File: config.mk
export PLATFORM = sky130hd
export DESIGN_NAME = json5_token_grammar_checker_unit
export DESIGN_NICKNAME = d
export VERILOG_FILES = /design/src/rtl/core/jtgc_pkg.sv /design/src/rtl/core/jtgc_ram.sv /design/src/rtl/core/jtgc_stack.sv /design/src/rtl/core/jtgc_step.sv /design/src/rtl/core/json5_token_grammar_checker_unit.sv
export SDC_FILE = /design/constraint.sdc
export NUM_CORES = 2
export LEC_CHECK = 0
export BUFFER_PORTS_ARGS = -buffer_cell sky130_fd_sc_hd__buf_2
export CAP_MARGIN = 20
export CORE_MARGIN = 2
export CORE_UTILIZATION = 51
export CTS_CLUSTER_DIAMETER = 100
export CTS_CLUSTER_SIZE = 16
export DETAILED_ROUTE_END_ITERATION = 10
export PLACE_DENSITY = 0.78
export RECOVER_POWER = 100
export SYNTH_ARGS = -nofsm -noshare
export SYNTH_HDL_FRONTEND = slang
export SYNTH_SLANG_ARGS = --single-unit
File: constraint.sdc
create_clock -name aclk -period 7.6 [get_ports aclk]
set_input_delay 1.14 -clock aclk [delete_from_list [all_inputs] [get_ports aclk]]
set_output_delay 1.14 -clock aclk [all_outputs]
set_load 0.05 [all_outputs]
File: src/rtl/core/jtgc_pkg.sv
`timescale 1ns / 1ps

package jtgc_pkg;

    localparam int POS_W    = 32;
    localparam int KIND_W   = 4;
    localparam int STATUS_W = 4;
    localparam int CKIND_W  = 2;
    localparam int NEST_W   = 6;

    // Token kinds. Codes above KIND_END can arrive and are treated as non-values.
    localparam logic [KIND_W-1:0] KIND_NULL        = 4'd0;
    localparam logic [KIND_W-1:0] KIND_TRUE        = 4'd1;
    localparam logic [KIND_W-1:0] KIND_FALSE       = 4'd2;
    localparam logic [KIND_W-1:0] KIND_IDENT       = 4'd3;
    localparam logic [KIND_W-1:0] KIND_STRING      = 4'd4;
    localparam logic [KIND_W-1:0] KIND_NUMBER      = 4'd5;
    localparam logic [KIND_W-1:0] KIND_OPEN_BRACE  = 4'd6;
    localparam logic [KIND_W-1:0] KIND_CLOSE_BRACE = 4'd7;
    localparam logic [KIND_W-1:0] KIND_OPEN_BRACK  = 4'd8;
    localparam logic [KIND_W-1:0] KIND_CLOSE_BRACK = 4'd9;
    localparam logic [KIND_W-1:0] KIND_COLON       = 4'd10;
    localparam logic [KIND_W-1:0] KIND_COMMA       = 4'd11;
    localparam logic [KIND_W-1:0] KIND_END         = 4'd12;

    localparam logic [CKIND_W-1:0] CKIND_NONE   = 2'd0;
    localparam logic [CKIND_W-1:0] CKIND_ARRAY  = 2'd1;
    localparam logic [CKIND_W-1:0] CKIND_OBJECT = 2'd2;

    typedef enum logic [STATUS_W-1:0] {
        ST_OK            = 4'd0,
        ST_ACCEPTED      = 4'd1,
        ST_EMPTY         = 4'd2,
        ST_BAD_IDENT     = 4'd3,
        ST_BAD_PUNCT     = 4'd4,
        ST_INVALID_VALUE = 4'd5,
        ST_EXPECT_COMMA  = 4'd6,
        ST_BAD_NAME      = 4'd7,
        ST_EXPECT_COLON  = 4'd8,
        ST_EARLY_CLOSE   = 4'd9,
        ST_UNTERMINATED  = 4'd10,
        ST_EXTRA         = 4'd11,
        ST_TOO_DEEP      = 4'd12,
        ST_IGNORED       = 4'd13
    } status_t;

    typedef enum logic [1:0] {
        PH_FIRST  = 2'd0,
        PH_INSIDE = 2'd1,
        PH_DONE   = 2'd2,
        PH_ERROR  = 2'd3
    } phase_t;

    typedef enum logic [1:0] {
        PEND_VALUE = 2'd0,
        PEND_NAME  = 2'd1,
        PEND_COLON = 2'd2,
        PEND_COMMA = 2'd3
    } pend_t;

    typedef struct packed {
        logic             is_obj;
        pend_t            pend;
        logic [POS_W-1:0] start;
    } frame_t;

    localparam int FRAME_W = $bits(frame_t);

    typedef enum logic [2:0] {
        ACT_NONE  = 3'd0,
        ACT_SET   = 3'd1,
        ACT_PUSH  = 3'd2,
        ACT_POP   = 3'd3,
        ACT_CLEAR = 3'd4
    } stack_act_t;

    typedef struct packed {
        stack_act_t act;
        pend_t      pend;   // new pending state of the current top
        frame_t     frame;  // frame opened by a push
    } stack_op_t;

    typedef struct packed {
        logic empty;
        logic one;
        logic full;
    } stack_flags_t;

    typedef struct packed {
        status_t   status;
        phase_t    phase;
        stack_op_t op;
    } step_t;

endpackage

File: src/rtl/core/jtgc_ram.sv
`timescale 1ns / 1ps

module jtgc_ram #(
    parameter int WIDTH = 35,
    parameter int DEPTH = 32,
    localparam int AW = (DEPTH > 1) ? $clog2(DEPTH) : 1
) (
    input  logic             aclk,
    input  logic             we,
    input  logic [AW-1:0]    waddr,
    input  logic [WIDTH-1:0] wdata,
    input  logic [AW-1:0]    raddr,
    output logic [WIDTH-1:0] rdata
);

    logic [WIDTH-1:0] mem [DEPTH];
    logic [WIDTH-1:0] rdata_reg;

    always_ff @(posedge aclk) begin
        if (we) begin
            mem[waddr] <= wdata;
        end
        rdata_reg <= mem[raddr];
    end

    assign rdata = rdata_reg;

endmodule

File: src/rtl/core/jtgc_stack.sv
`timescale 1ns / 1ps

module jtgc_stack import jtgc_pkg::*; #(
    parameter int DEPTH = 32,
    localparam int CW = $clog2(DEPTH + 1),
    localparam int AW = (DEPTH > 1) ? $clog2(DEPTH) : 1
) (
    input  logic         aclk,
    input  logic         aresetn,
    input  logic         en,
    input  stack_op_t    op,
    output frame_t       top,
    output frame_t       top_next,
    output logic [CW-1:0] count_next,
    output stack_flags_t flags
);

    // The top frame lives in flops; the frames beneath it live in the RAM.
    // The RAM is always read at the slot just below the next top, so a pop
    // finds its new top already registered at the RAM output.
    logic [CW-1:0] count_reg;
    frame_t        top_reg;
    logic          bypass_reg;
    frame_t        bypass_data_reg;

    logic          we;
    logic [AW-1:0] waddr;
    logic [AW-1:0] raddr;
    frame_t        wdata;
    logic [FRAME_W-1:0] rdata;
    frame_t        below;

    assign below = bypass_reg ? bypass_data_reg : frame_t'(rdata);

    always_comb begin
        count_next = count_reg;
        top_next   = top_reg;
        we         = 1'b0;
        wdata      = '{is_obj: top_reg.is_obj, pend: op.pend, start: top_reg.start};
        if (en) begin
            unique case (op.act)
                ACT_SET: begin
                    top_next.pend = op.pend;
                end
                ACT_PUSH: begin
                    we         = (count_reg != '0);
                    top_next   = op.frame;
                    count_next = count_reg + CW'(1);
                end
                ACT_POP: begin
                    top_next   = below;
                    count_next = count_reg - CW'(1);
                end
                ACT_CLEAR: begin
                    count_next = '0;
                end
                ACT_NONE: begin
                end
                default: begin
                end
            endcase
        end
    end

    assign waddr = AW'(count_reg - CW'(1));
    assign raddr = AW'(count_next - CW'(2));

    always_ff @(posedge aclk) begin
        if (!aresetn) begin
            count_reg  <= '0;
            bypass_reg <= 1'b0;
        end else begin
            count_reg  <= count_next;
            bypass_reg <= we && (waddr == raddr);
        end
        top_reg         <= top_next;
        bypass_data_reg <= wdata;
    end

    jtgc_ram #(
        .WIDTH(FRAME_W),
        .DEPTH(DEPTH)
    ) u_ram (
        .aclk (aclk),
        .we   (we),
        .waddr(waddr),
        .wdata(wdata),
        .raddr(raddr),
        .rdata(rdata)
    );

    assign top         = top_reg;
    assign flags.empty = (count_reg == '0);
    assign flags.one   = (count_reg == CW'(1));
    assign flags.full  = (count_reg >= CW'(DEPTH));

endmodule

File: src/rtl/core/jtgc_step.sv
`timescale 1ns / 1ps

module jtgc_step import jtgc_pkg::*; (
    input  logic [KIND_W-1:0] kind,
    input  logic [POS_W-1:0]  pos,
    input  phase_t            phase,
    input  frame_t            top,
    input  stack_flags_t      flags,
    output step_t             res
);

    logic   is_scalar;
    logic   is_open;
    logic   is_name;
    frame_t new_frame;
    step_t  base;
    step_t  tv;

    assign is_scalar = (kind == KIND_NULL) || (kind == KIND_TRUE) || (kind == KIND_FALSE) ||
                       (kind == KIND_STRING) || (kind == KIND_NUMBER);
    assign is_open   = (kind == KIND_OPEN_BRACE) || (kind == KIND_OPEN_BRACK);
    assign is_name   = (kind <= KIND_STRING);

    assign new_frame.is_obj = (kind == KIND_OPEN_BRACE);
    assign new_frame.pend   = (kind == KIND_OPEN_BRACE) ? PEND_NAME : PEND_VALUE;
    assign new_frame.start  = pos;

    always_comb begin
        base.status   = ST_OK;
        base.phase    = phase;
        base.op.act   = ACT_NONE;
        base.op.pend  = top.pend;
        base.op.frame = new_frame;
    end

    // A value where a container expects one.
    always_comb begin
        tv = base;
        if (is_scalar) begin
            tv.op.act  = ACT_SET;
            tv.op.pend = PEND_COMMA;
        end else if (is_open) begin
            if (flags.full) begin
                tv.status = ST_TOO_DEEP;
            end else begin
                tv.op.act  = ACT_PUSH;
                tv.op.pend = PEND_COMMA;
                tv.phase   = PH_INSIDE;
            end
        end else begin
            tv.status = ST_INVALID_VALUE;
        end
    end

    always_comb begin
        res = base;
        if (kind == KIND_END) begin
            unique case (phase)
                PH_FIRST:  res.status = ST_EMPTY;
                PH_INSIDE: res.status = ST_UNTERMINATED;
                PH_DONE:   res.status = ST_ACCEPTED;
                PH_ERROR:  res.status = ST_IGNORED;
                default:   res.status = ST_IGNORED;
            endcase
            res.phase  = PH_FIRST;
            res.op.act = ACT_CLEAR;
        end else begin
            unique case (phase)
                PH_ERROR: res.status = ST_IGNORED;
                PH_DONE:  res.status = ST_EXTRA;
                PH_FIRST: begin
                    priority if (is_scalar) begin
                        res.phase = PH_DONE;
                    end else if (kind == KIND_IDENT) begin
                        res.status = ST_BAD_IDENT;
                    end else if (is_open) begin
                        if (flags.full) begin
                            res.status = ST_TOO_DEEP;
                        end else begin
                            res.op.act = ACT_PUSH;
                            res.phase  = PH_INSIDE;
                        end
                    end else if ((kind == KIND_CLOSE_BRACE) || (kind == KIND_CLOSE_BRACK) ||
                                 (kind == KIND_COLON) || (kind == KIND_COMMA)) begin
                        res.status = ST_BAD_PUNCT;
                    end else begin
                        res.status = ST_INVALID_VALUE;
                    end
                end
                PH_INSIDE: begin
                    if (flags.empty) begin
                        res.status = ST_INVALID_VALUE;
                    end else if (!top.is_obj) begin
                        priority if (kind == KIND_CLOSE_BRACK) begin
                            res.op.act = ACT_POP;
                            res.phase  = flags.one ? PH_DONE : PH_INSIDE;
                        end else if (top.pend == PEND_COMMA) begin
                            if (kind == KIND_COMMA) begin
                                res.op.act  = ACT_SET;
                                res.op.pend = PEND_VALUE;
                            end else begin
                                res.status = ST_EXPECT_COMMA;
                            end
                        end else begin
                            res = tv;
                        end
                    end else if (kind == KIND_CLOSE_BRACE) begin
                        if ((top.pend == PEND_NAME) || (top.pend == PEND_COMMA)) begin
                            res.op.act = ACT_POP;
                            res.phase  = flags.one ? PH_DONE : PH_INSIDE;
                        end else begin
                            res.status = ST_EARLY_CLOSE;
                        end
                    end else begin
                        unique case (top.pend)
                            PEND_NAME: begin
                                if (is_name) begin
                                    res.op.act  = ACT_SET;
                                    res.op.pend = PEND_COLON;
                                end else begin
                                    res.status = ST_BAD_NAME;
                                end
                            end
                            PEND_COLON: begin
                                if (kind == KIND_COLON) begin
                                    res.op.act  = ACT_SET;
                                    res.op.pend = PEND_VALUE;
                                end else begin
                                    res.status = ST_EXPECT_COLON;
                                end
                            end
                            PEND_VALUE: res = tv;
                            PEND_COMMA: begin
                                if (kind == KIND_COMMA) begin
                                    res.op.act  = ACT_SET;
                                    res.op.pend = PEND_NAME;
                                end else begin
                                    res.status = ST_EXPECT_COMMA;
                                end
                            end
                            default: res.status = ST_EXPECT_COMMA;
                        endcase
                    end
                end
                default: res.status = ST_IGNORED;
            endcase

            // Any real error freezes the stack and makes the error sticky.
            if ((res.status != ST_OK) && (res.status != ST_ACCEPTED) &&
                (res.status != ST_EMPTY) && (res.status != ST_IGNORED)) begin
                res.phase  = PH_ERROR;
                res.op.act = ACT_NONE;
            end
        end
    end

endmodule

File: src/rtl/core/json5_token_grammar_checker_unit.sv
`timescale 1ns / 1ps

// JSON5 token grammar checker. Each beat on the slave side carries one token
// (kind in tuser, start offset in tdata) and yields exactly one result beat
// with a status code, the token offset, and the innermost open container
// with the nesting depth after the token. The unit takes one token per clock
// while the result side is not stalled. A token lands in the input register,
// and its result is loaded into the result register when that register is
// free or being drained. That rate is possible because the top of the stack
// is kept in flops while the frames below it sit in a RAM that is always
// prefetched at the next slot down. Errors are sticky until the end token,
// which also restarts the unit. STACK_DEPTH bounds the open containers;
// nesting_depth reports the count modulo 64.
module json5_token_grammar_checker_unit import jtgc_pkg::*; #(
    parameter int STACK_DEPTH = 32
) (
    input  logic        aclk,
    input  logic        aresetn,
    input  logic        s_axis_tvalid,
    output logic        s_axis_tready,
    input  logic [31:0] s_axis_tdata,   // [31:0] token_position
    input  logic [3:0]  s_axis_tuser,   // [3:0] kind
    output logic        m_axis_tvalid,
    input  logic        m_axis_tready,
    output logic [79:0] m_axis_tdata    // [3:0] status, [35:4] error_position,
                                        // [67:36] container_position,
                                        // [69:68] container_kind,
                                        // [75:70] nesting_depth, [79:76] zero
);

    localparam int CW = $clog2(STACK_DEPTH + 1);

    logic               in_valid_reg;
    logic [KIND_W-1:0]  kind_reg;
    logic [POS_W-1:0]   pos_reg;
    logic               advance;

    phase_t             phase_reg;
    phase_t             phase_next;

    step_t              step;
    frame_t             top;
    frame_t             top_next;
    logic [CW-1:0]      count_next;
    stack_flags_t       flags;

    logic               m_valid_reg;
    logic [STATUS_W-1:0] status_reg;
    logic [POS_W-1:0]   err_pos_reg;
    logic [POS_W-1:0]   cpos_reg;
    logic [POS_W-1:0]   cpos_next;
    logic [CKIND_W-1:0] ckind_reg;
    logic [CKIND_W-1:0] ckind_next;
    logic [NEST_W-1:0]  nest_reg;

    // A token is processed when the result register is free or being drained.
    assign advance       = in_valid_reg && (!m_valid_reg || m_axis_tready);
    assign s_axis_tready = !in_valid_reg || advance;

    always_ff @(posedge aclk) begin
        if (!aresetn) begin
            in_valid_reg <= 1'b0;
        end else if (s_axis_tready) begin
            in_valid_reg <= s_axis_tvalid;
        end
        if (s_axis_tvalid && s_axis_tready) begin
            kind_reg <= s_axis_tuser;
            pos_reg  <= s_axis_tdata;
        end
    end

    jtgc_step u_step (
        .kind (kind_reg),
        .pos  (pos_reg),
        .phase(phase_reg),
        .top  (top),
        .flags(flags),
        .res  (step)
    );

    jtgc_stack #(
        .DEPTH(STACK_DEPTH)
    ) u_stack (
        .aclk      (aclk),
        .aresetn   (aresetn),
        .en        (advance),
        .op        (step.op),
        .top       (top),
        .top_next  (top_next),
        .count_next(count_next),
        .flags     (flags)
    );

    always_ff @(posedge aclk) begin
        if (!aresetn) begin
            phase_reg <= PH_FIRST;
        end else begin
            phase_reg <= phase_next;
        end
    end

    always_comb begin
        phase_next = phase_reg;
        if (advance) begin
            phase_next = step.phase;
        end
    end

    always_comb begin
        if (count_next != '0) begin
            cpos_next  = top_next.start;
            ckind_next = top_next.is_obj ? CKIND_OBJECT : CKIND_ARRAY;
        end else begin
            cpos_next  = '0;
            ckind_next = CKIND_NONE;
        end
    end

    always_ff @(posedge aclk) begin
        if (!aresetn) begin
            m_valid_reg <= 1'b0;
        end else if (advance) begin
            m_valid_reg <= 1'b1;
        end else if (m_axis_tready) begin
            m_valid_reg <= 1'b0;
        end
        if (advance) begin
            status_reg  <= step.status;
            err_pos_reg <= pos_reg;
            cpos_reg    <= cpos_next;
            ckind_reg   <= ckind_next;
            nest_reg    <= NEST_W'(count_next);
        end
    end

    assign m_axis_tvalid = m_valid_reg;
    assign m_axis_tdata  = {4'b0000, nest_reg, ckind_reg, cpos_reg, err_pos_reg, status_reg};

endmodule

==> results.sh <==
export IMPL_port_buffers=117
export IMPL_layout_nets=3719
export IMPL_ant_nets=0
export IMPL_clock_sinks=1348
export IMPL_p_leak_nw=18.8
export IMPL_seqPwrFrac_pct=60.6
export IMPL_outcome="finished, violations left"
export IMPL_synth_edf_count=1234
export IMPL_synth_most_common_cell="edfxtp_1"
export IMPL_reg2reg_depth=10
export IMPL_whs_ns=0.376
export IMPL_reg2reg_slack_ns=0.50
export IMPL_power_density_mw_per_mm2=248
export IMPL_end_kind="flip-flop"
export IMPL_finalSetupViolCount=0
export IMPL_p_int_mw=11.2
export IMPL_synth_seq_cells=1348
export IMPL_stdcell_area_mm2=0.0588
export IMPL_critPathMaxStageDelay_ns=2.50
export IMPL_path_class="reg -> reg"
export IMPL_crit_path_max_fanout=26
export IMPL_violations="max-capacitance violations, max-slew violations"
export IMPL_power_frac_clock_pct=32.9
export IMPL_synth_area_leader_cell="edfxtp_1"
export IMPL_min_period_ns=7.10
export IMPL_hp_start="u_stack.top[22]$_DFF_P_"
export IMPL_cts_resized_gates=0
export IMPL_drive_gt1_share_pct=10.1
export IMPL_worstPathCellList="inv_1, ha_1, nor2b_1, a211o_1, o21ai_0, nand3_1, nor2_1, nand2_1, nor2_1, clkbuf_2"
export IMPL_synth_area_mm2=0.0539
export IMPL_rows=119
export IMPL_clock_fmax_ghz=0.141
export IMPL_cts_root_buffer_cell="clkbuf_16"
export IMPL_dp_slack_ns=1.23
export IMPL_cap_violations=63
export IMPL_grt_overflow=0
export IMPL_switching_power_mw=3.36
export IMPL_critPathMostFrequentCell="nor2_1"
export IMPL_coreArea_mm2=0.105
export IMPL_place_congestion=0.929
export IMPL_ir_drop_mv=0.259
export IMPL_max_slew_margin_pct=-181
export IMPL_grt_pass1_vias=32600
export IMPL_start_util_pct=51.3
export IMPL_drt_iter0_markers=5610
export IMPL_die_h_um=329
export IMPL_crit_required_ns=7.90
export IMPL_viasPerCell=6.64
export IMPL_cts_made_buffers=94
export IMPL_synth_top_area_share_pct=68.7
export IMPL_n_antenna_cell=0
export IMPL_postCtsSetupBuffers=0
export IMPL_htree_levels=3
export IMPL_dp_cells=4945
export IMPL_clk_pin_slew_ns=0.08
export IMPL_fin_util_pct=55.9
export IMPL_fin_worst_skew_ns=0.0430
export IMPL_tns_ns=0
export IMPL_tightest_slew_ns=4.21
export IMPL_grt_pass1_wl_um=216000
export IMPL_wire_per_inst_um=29.3
export IMPL_clk_latency_ns=0.69
export IMPL_die_w_um=329
export IMPL_drt_total_wl_um=151000
export IMPL_rr_startpoint="u_stack.count_reg[0]$_SDFF_PN0_"
export IMPL_io_pins=122
export IMPL_setup_ws_ns=0.496
export IMPL_synth_async_reset_ratio_pct=0
export IMPL_yosysSeqAreaShare_pct=73.0
export IMPL_hold_viol_final=0
export IMPL_drt_pass1_iterations=6
export IMPL_cp_startpoint="u_stack.count_reg[0]$_SDFF_PN0_"
export IMPL_post_dp_hpwl_um=86000
export IMPL_ys_types=79
export IMPL_synth_avg_cell_area_um2=15.1
export IMPL_rsz0062_at_grt="false"
export IMPL_clock_path_buffers=3
export IMPL_yosys_top_cells_area="edfxtp_1 (69%), mux4_2 (5.3%), dfxtp_1 (4.2%)"
export IMPL_antenna_found_initial=5
export IMPL_ys_warn_count=0
export IMPL_post_dp_cell_area_mm2=0.0565
export IMPL_grt_max_degree=175
export IMPL_largest_reg_flops=1120
export IMPL_power_mw=14.6
export IMPL_fin_crit_sh_pct=93.5
export IMPL_synth_cells=3568
export IMPL_grtUsageTotal_pct=27.0
export IMPL_fin_cells=5139
export IMPL_endpoint="u_stack.u_ram.mem[17][23]$_DFFE_PP_"
export IMPL_hold_class="reg -> reg"
export IMPL_power_frac_comb_pct=6.4
export IMPL_crit_path_start_kind="flip-flop"
export IMPL_switching_share_pct=23.1
export IMPL_worst_r2r_endpoint="u_stack.u_ram.mem[17][23]$_DFFE_PP_"
export IMPL_slowest_stage="nor2_1"
export IMPL_cp_data_arrival_time_ns=7.41
export IMPL_netlist_top_cells_count="edfxtp_1 (1,234), nand2_1 (590), a21oi_1 (213)"
export IMPL_ys_flop_type="edfxtp_1"
export IMPL_largest_register="u_stack.u_ram.mem"
export IMPL_vias=34100
export IMPL_drc=0
export IMPL_cts_hold_buf=0
export IMPL_areaGrowthSynthToFinish_pct=9.01
export IMPL_die_area_mm2=0.108
export IMPL_cts_tree="yes"
export IMPL_final_max_slew_violation_count=1768
==> logic make-up (layout without fill, tap and decap cells) <==
kind of cell,Yosys count,count (layout),synth area share [%]
AO/OA/AOI/OAI,672,672,8.56
buffers and inverters,254,431,2.04
flip-flops,1348,1348,73.0
adder cells (fa/ha/maj),6,6,0.139
AND/OR/NAND/NOR,992,992,7.88
multiplexers,284,284,8.22
other,1,4,0.00696
XOR/XNOR,11,11,0.179
==> cell usage in the layout, fill, tap and decap left out, drive strengths merged, types with 11 or more instances in the layout <==
cell type / synthesis / layout
a22oi: 45 / 45
a2111oi: 31 / 31
clkbuf: 131 / 322
a211oi: 11 / 11
edfxtp: 1234 / 1234
nand2: 590 / 590
nor4: 19 / 19
and3: 12 / 12
mux4: 127 / 127
a221oi: 27 / 27
dfxtp: 114 / 114
o41a: 32 / 32
nor2: 113 / 113
nor3: 27 / 27
a22o: 28 / 28
buf: 104 / 86
a21oi: 217 / 217
mux2i: 156 / 156
a32oi: 11 / 11
inv: 19 / 19
a221o: 22 / 22
o21ai: 75 / 75
nand3: 174 / 174
o22ai: 67 / 67
a31oi: 30 / 30
==> worst max-delay path, delay by kind of cell, from the launching register on <==
kind	cells	cell delay (ns)
AND/OR/NAND/NOR	5	3.80
buffers and inverters	2	1.02
AO/OA/AOI/OAI	2	0.79
flip-flops	1	0.72
adder cells (fa/ha/maj)	1	0.37
==> power groups by stage <==
stage | clock (mW) | sequential (mW) | combinational (mW)
final | 4.80 | 8.85 | 0.940
after floorplan | 0 | 9.21 | 0.228
after CTS | 4.81 | 9.12 | 0.610
after global placement | 0 | 9.30 | 0.523
after detailed placement | 0 | 9.28 | 0.607
after global routing | 5.08 | 8.86 | 0.995
==> per-layer routing <==
metal | vias to the layer above | global-route usage [%] | wire, um | part of all wire, %
met3 | 433 | 6.69 | 21000 | 14
met5 | - | 0 | 20 | 0.013
li1 | 14100 | - | - | -
met2 | 2787 | 42.3 | 69900 | 46
met4 | 2 | 10.7 | 6620 | 4.4
met1 | 16800 | 36.6 | 53000 | 35
==> worst min path at each step <==
stage               cells after the start                                   to  slack, ns
floorplan                               0             err_pos_reg[0]$_DFFE_PP_       0.43
global placement                        0            err_pos_reg[12]$_DFFE_PP_       0.44
detailed placement                      0  u_stack.bypass_data_reg[27]$_DFF_P_       0.40
CTS                                     0  u_stack.bypass_data_reg[27]$_DFF_P_       0.42
global route                            0   u_stack.bypass_data_reg[5]$_DFF_P_       0.38
finish                                  0  u_stack.bypass_data_reg[22]$_DFF_P_       0.38
==> layout make-up <==
class,count,area (um2)
timing repair buffer,241,1220
fill,7868,46400
sequential,1348,39300
clock buffer,167,2650
clock inverter,4,68.8
inverter,19,85.1
tap,1391,1740
multi-input combinational,1969,13700
Power figures use the tool's default switching activity.
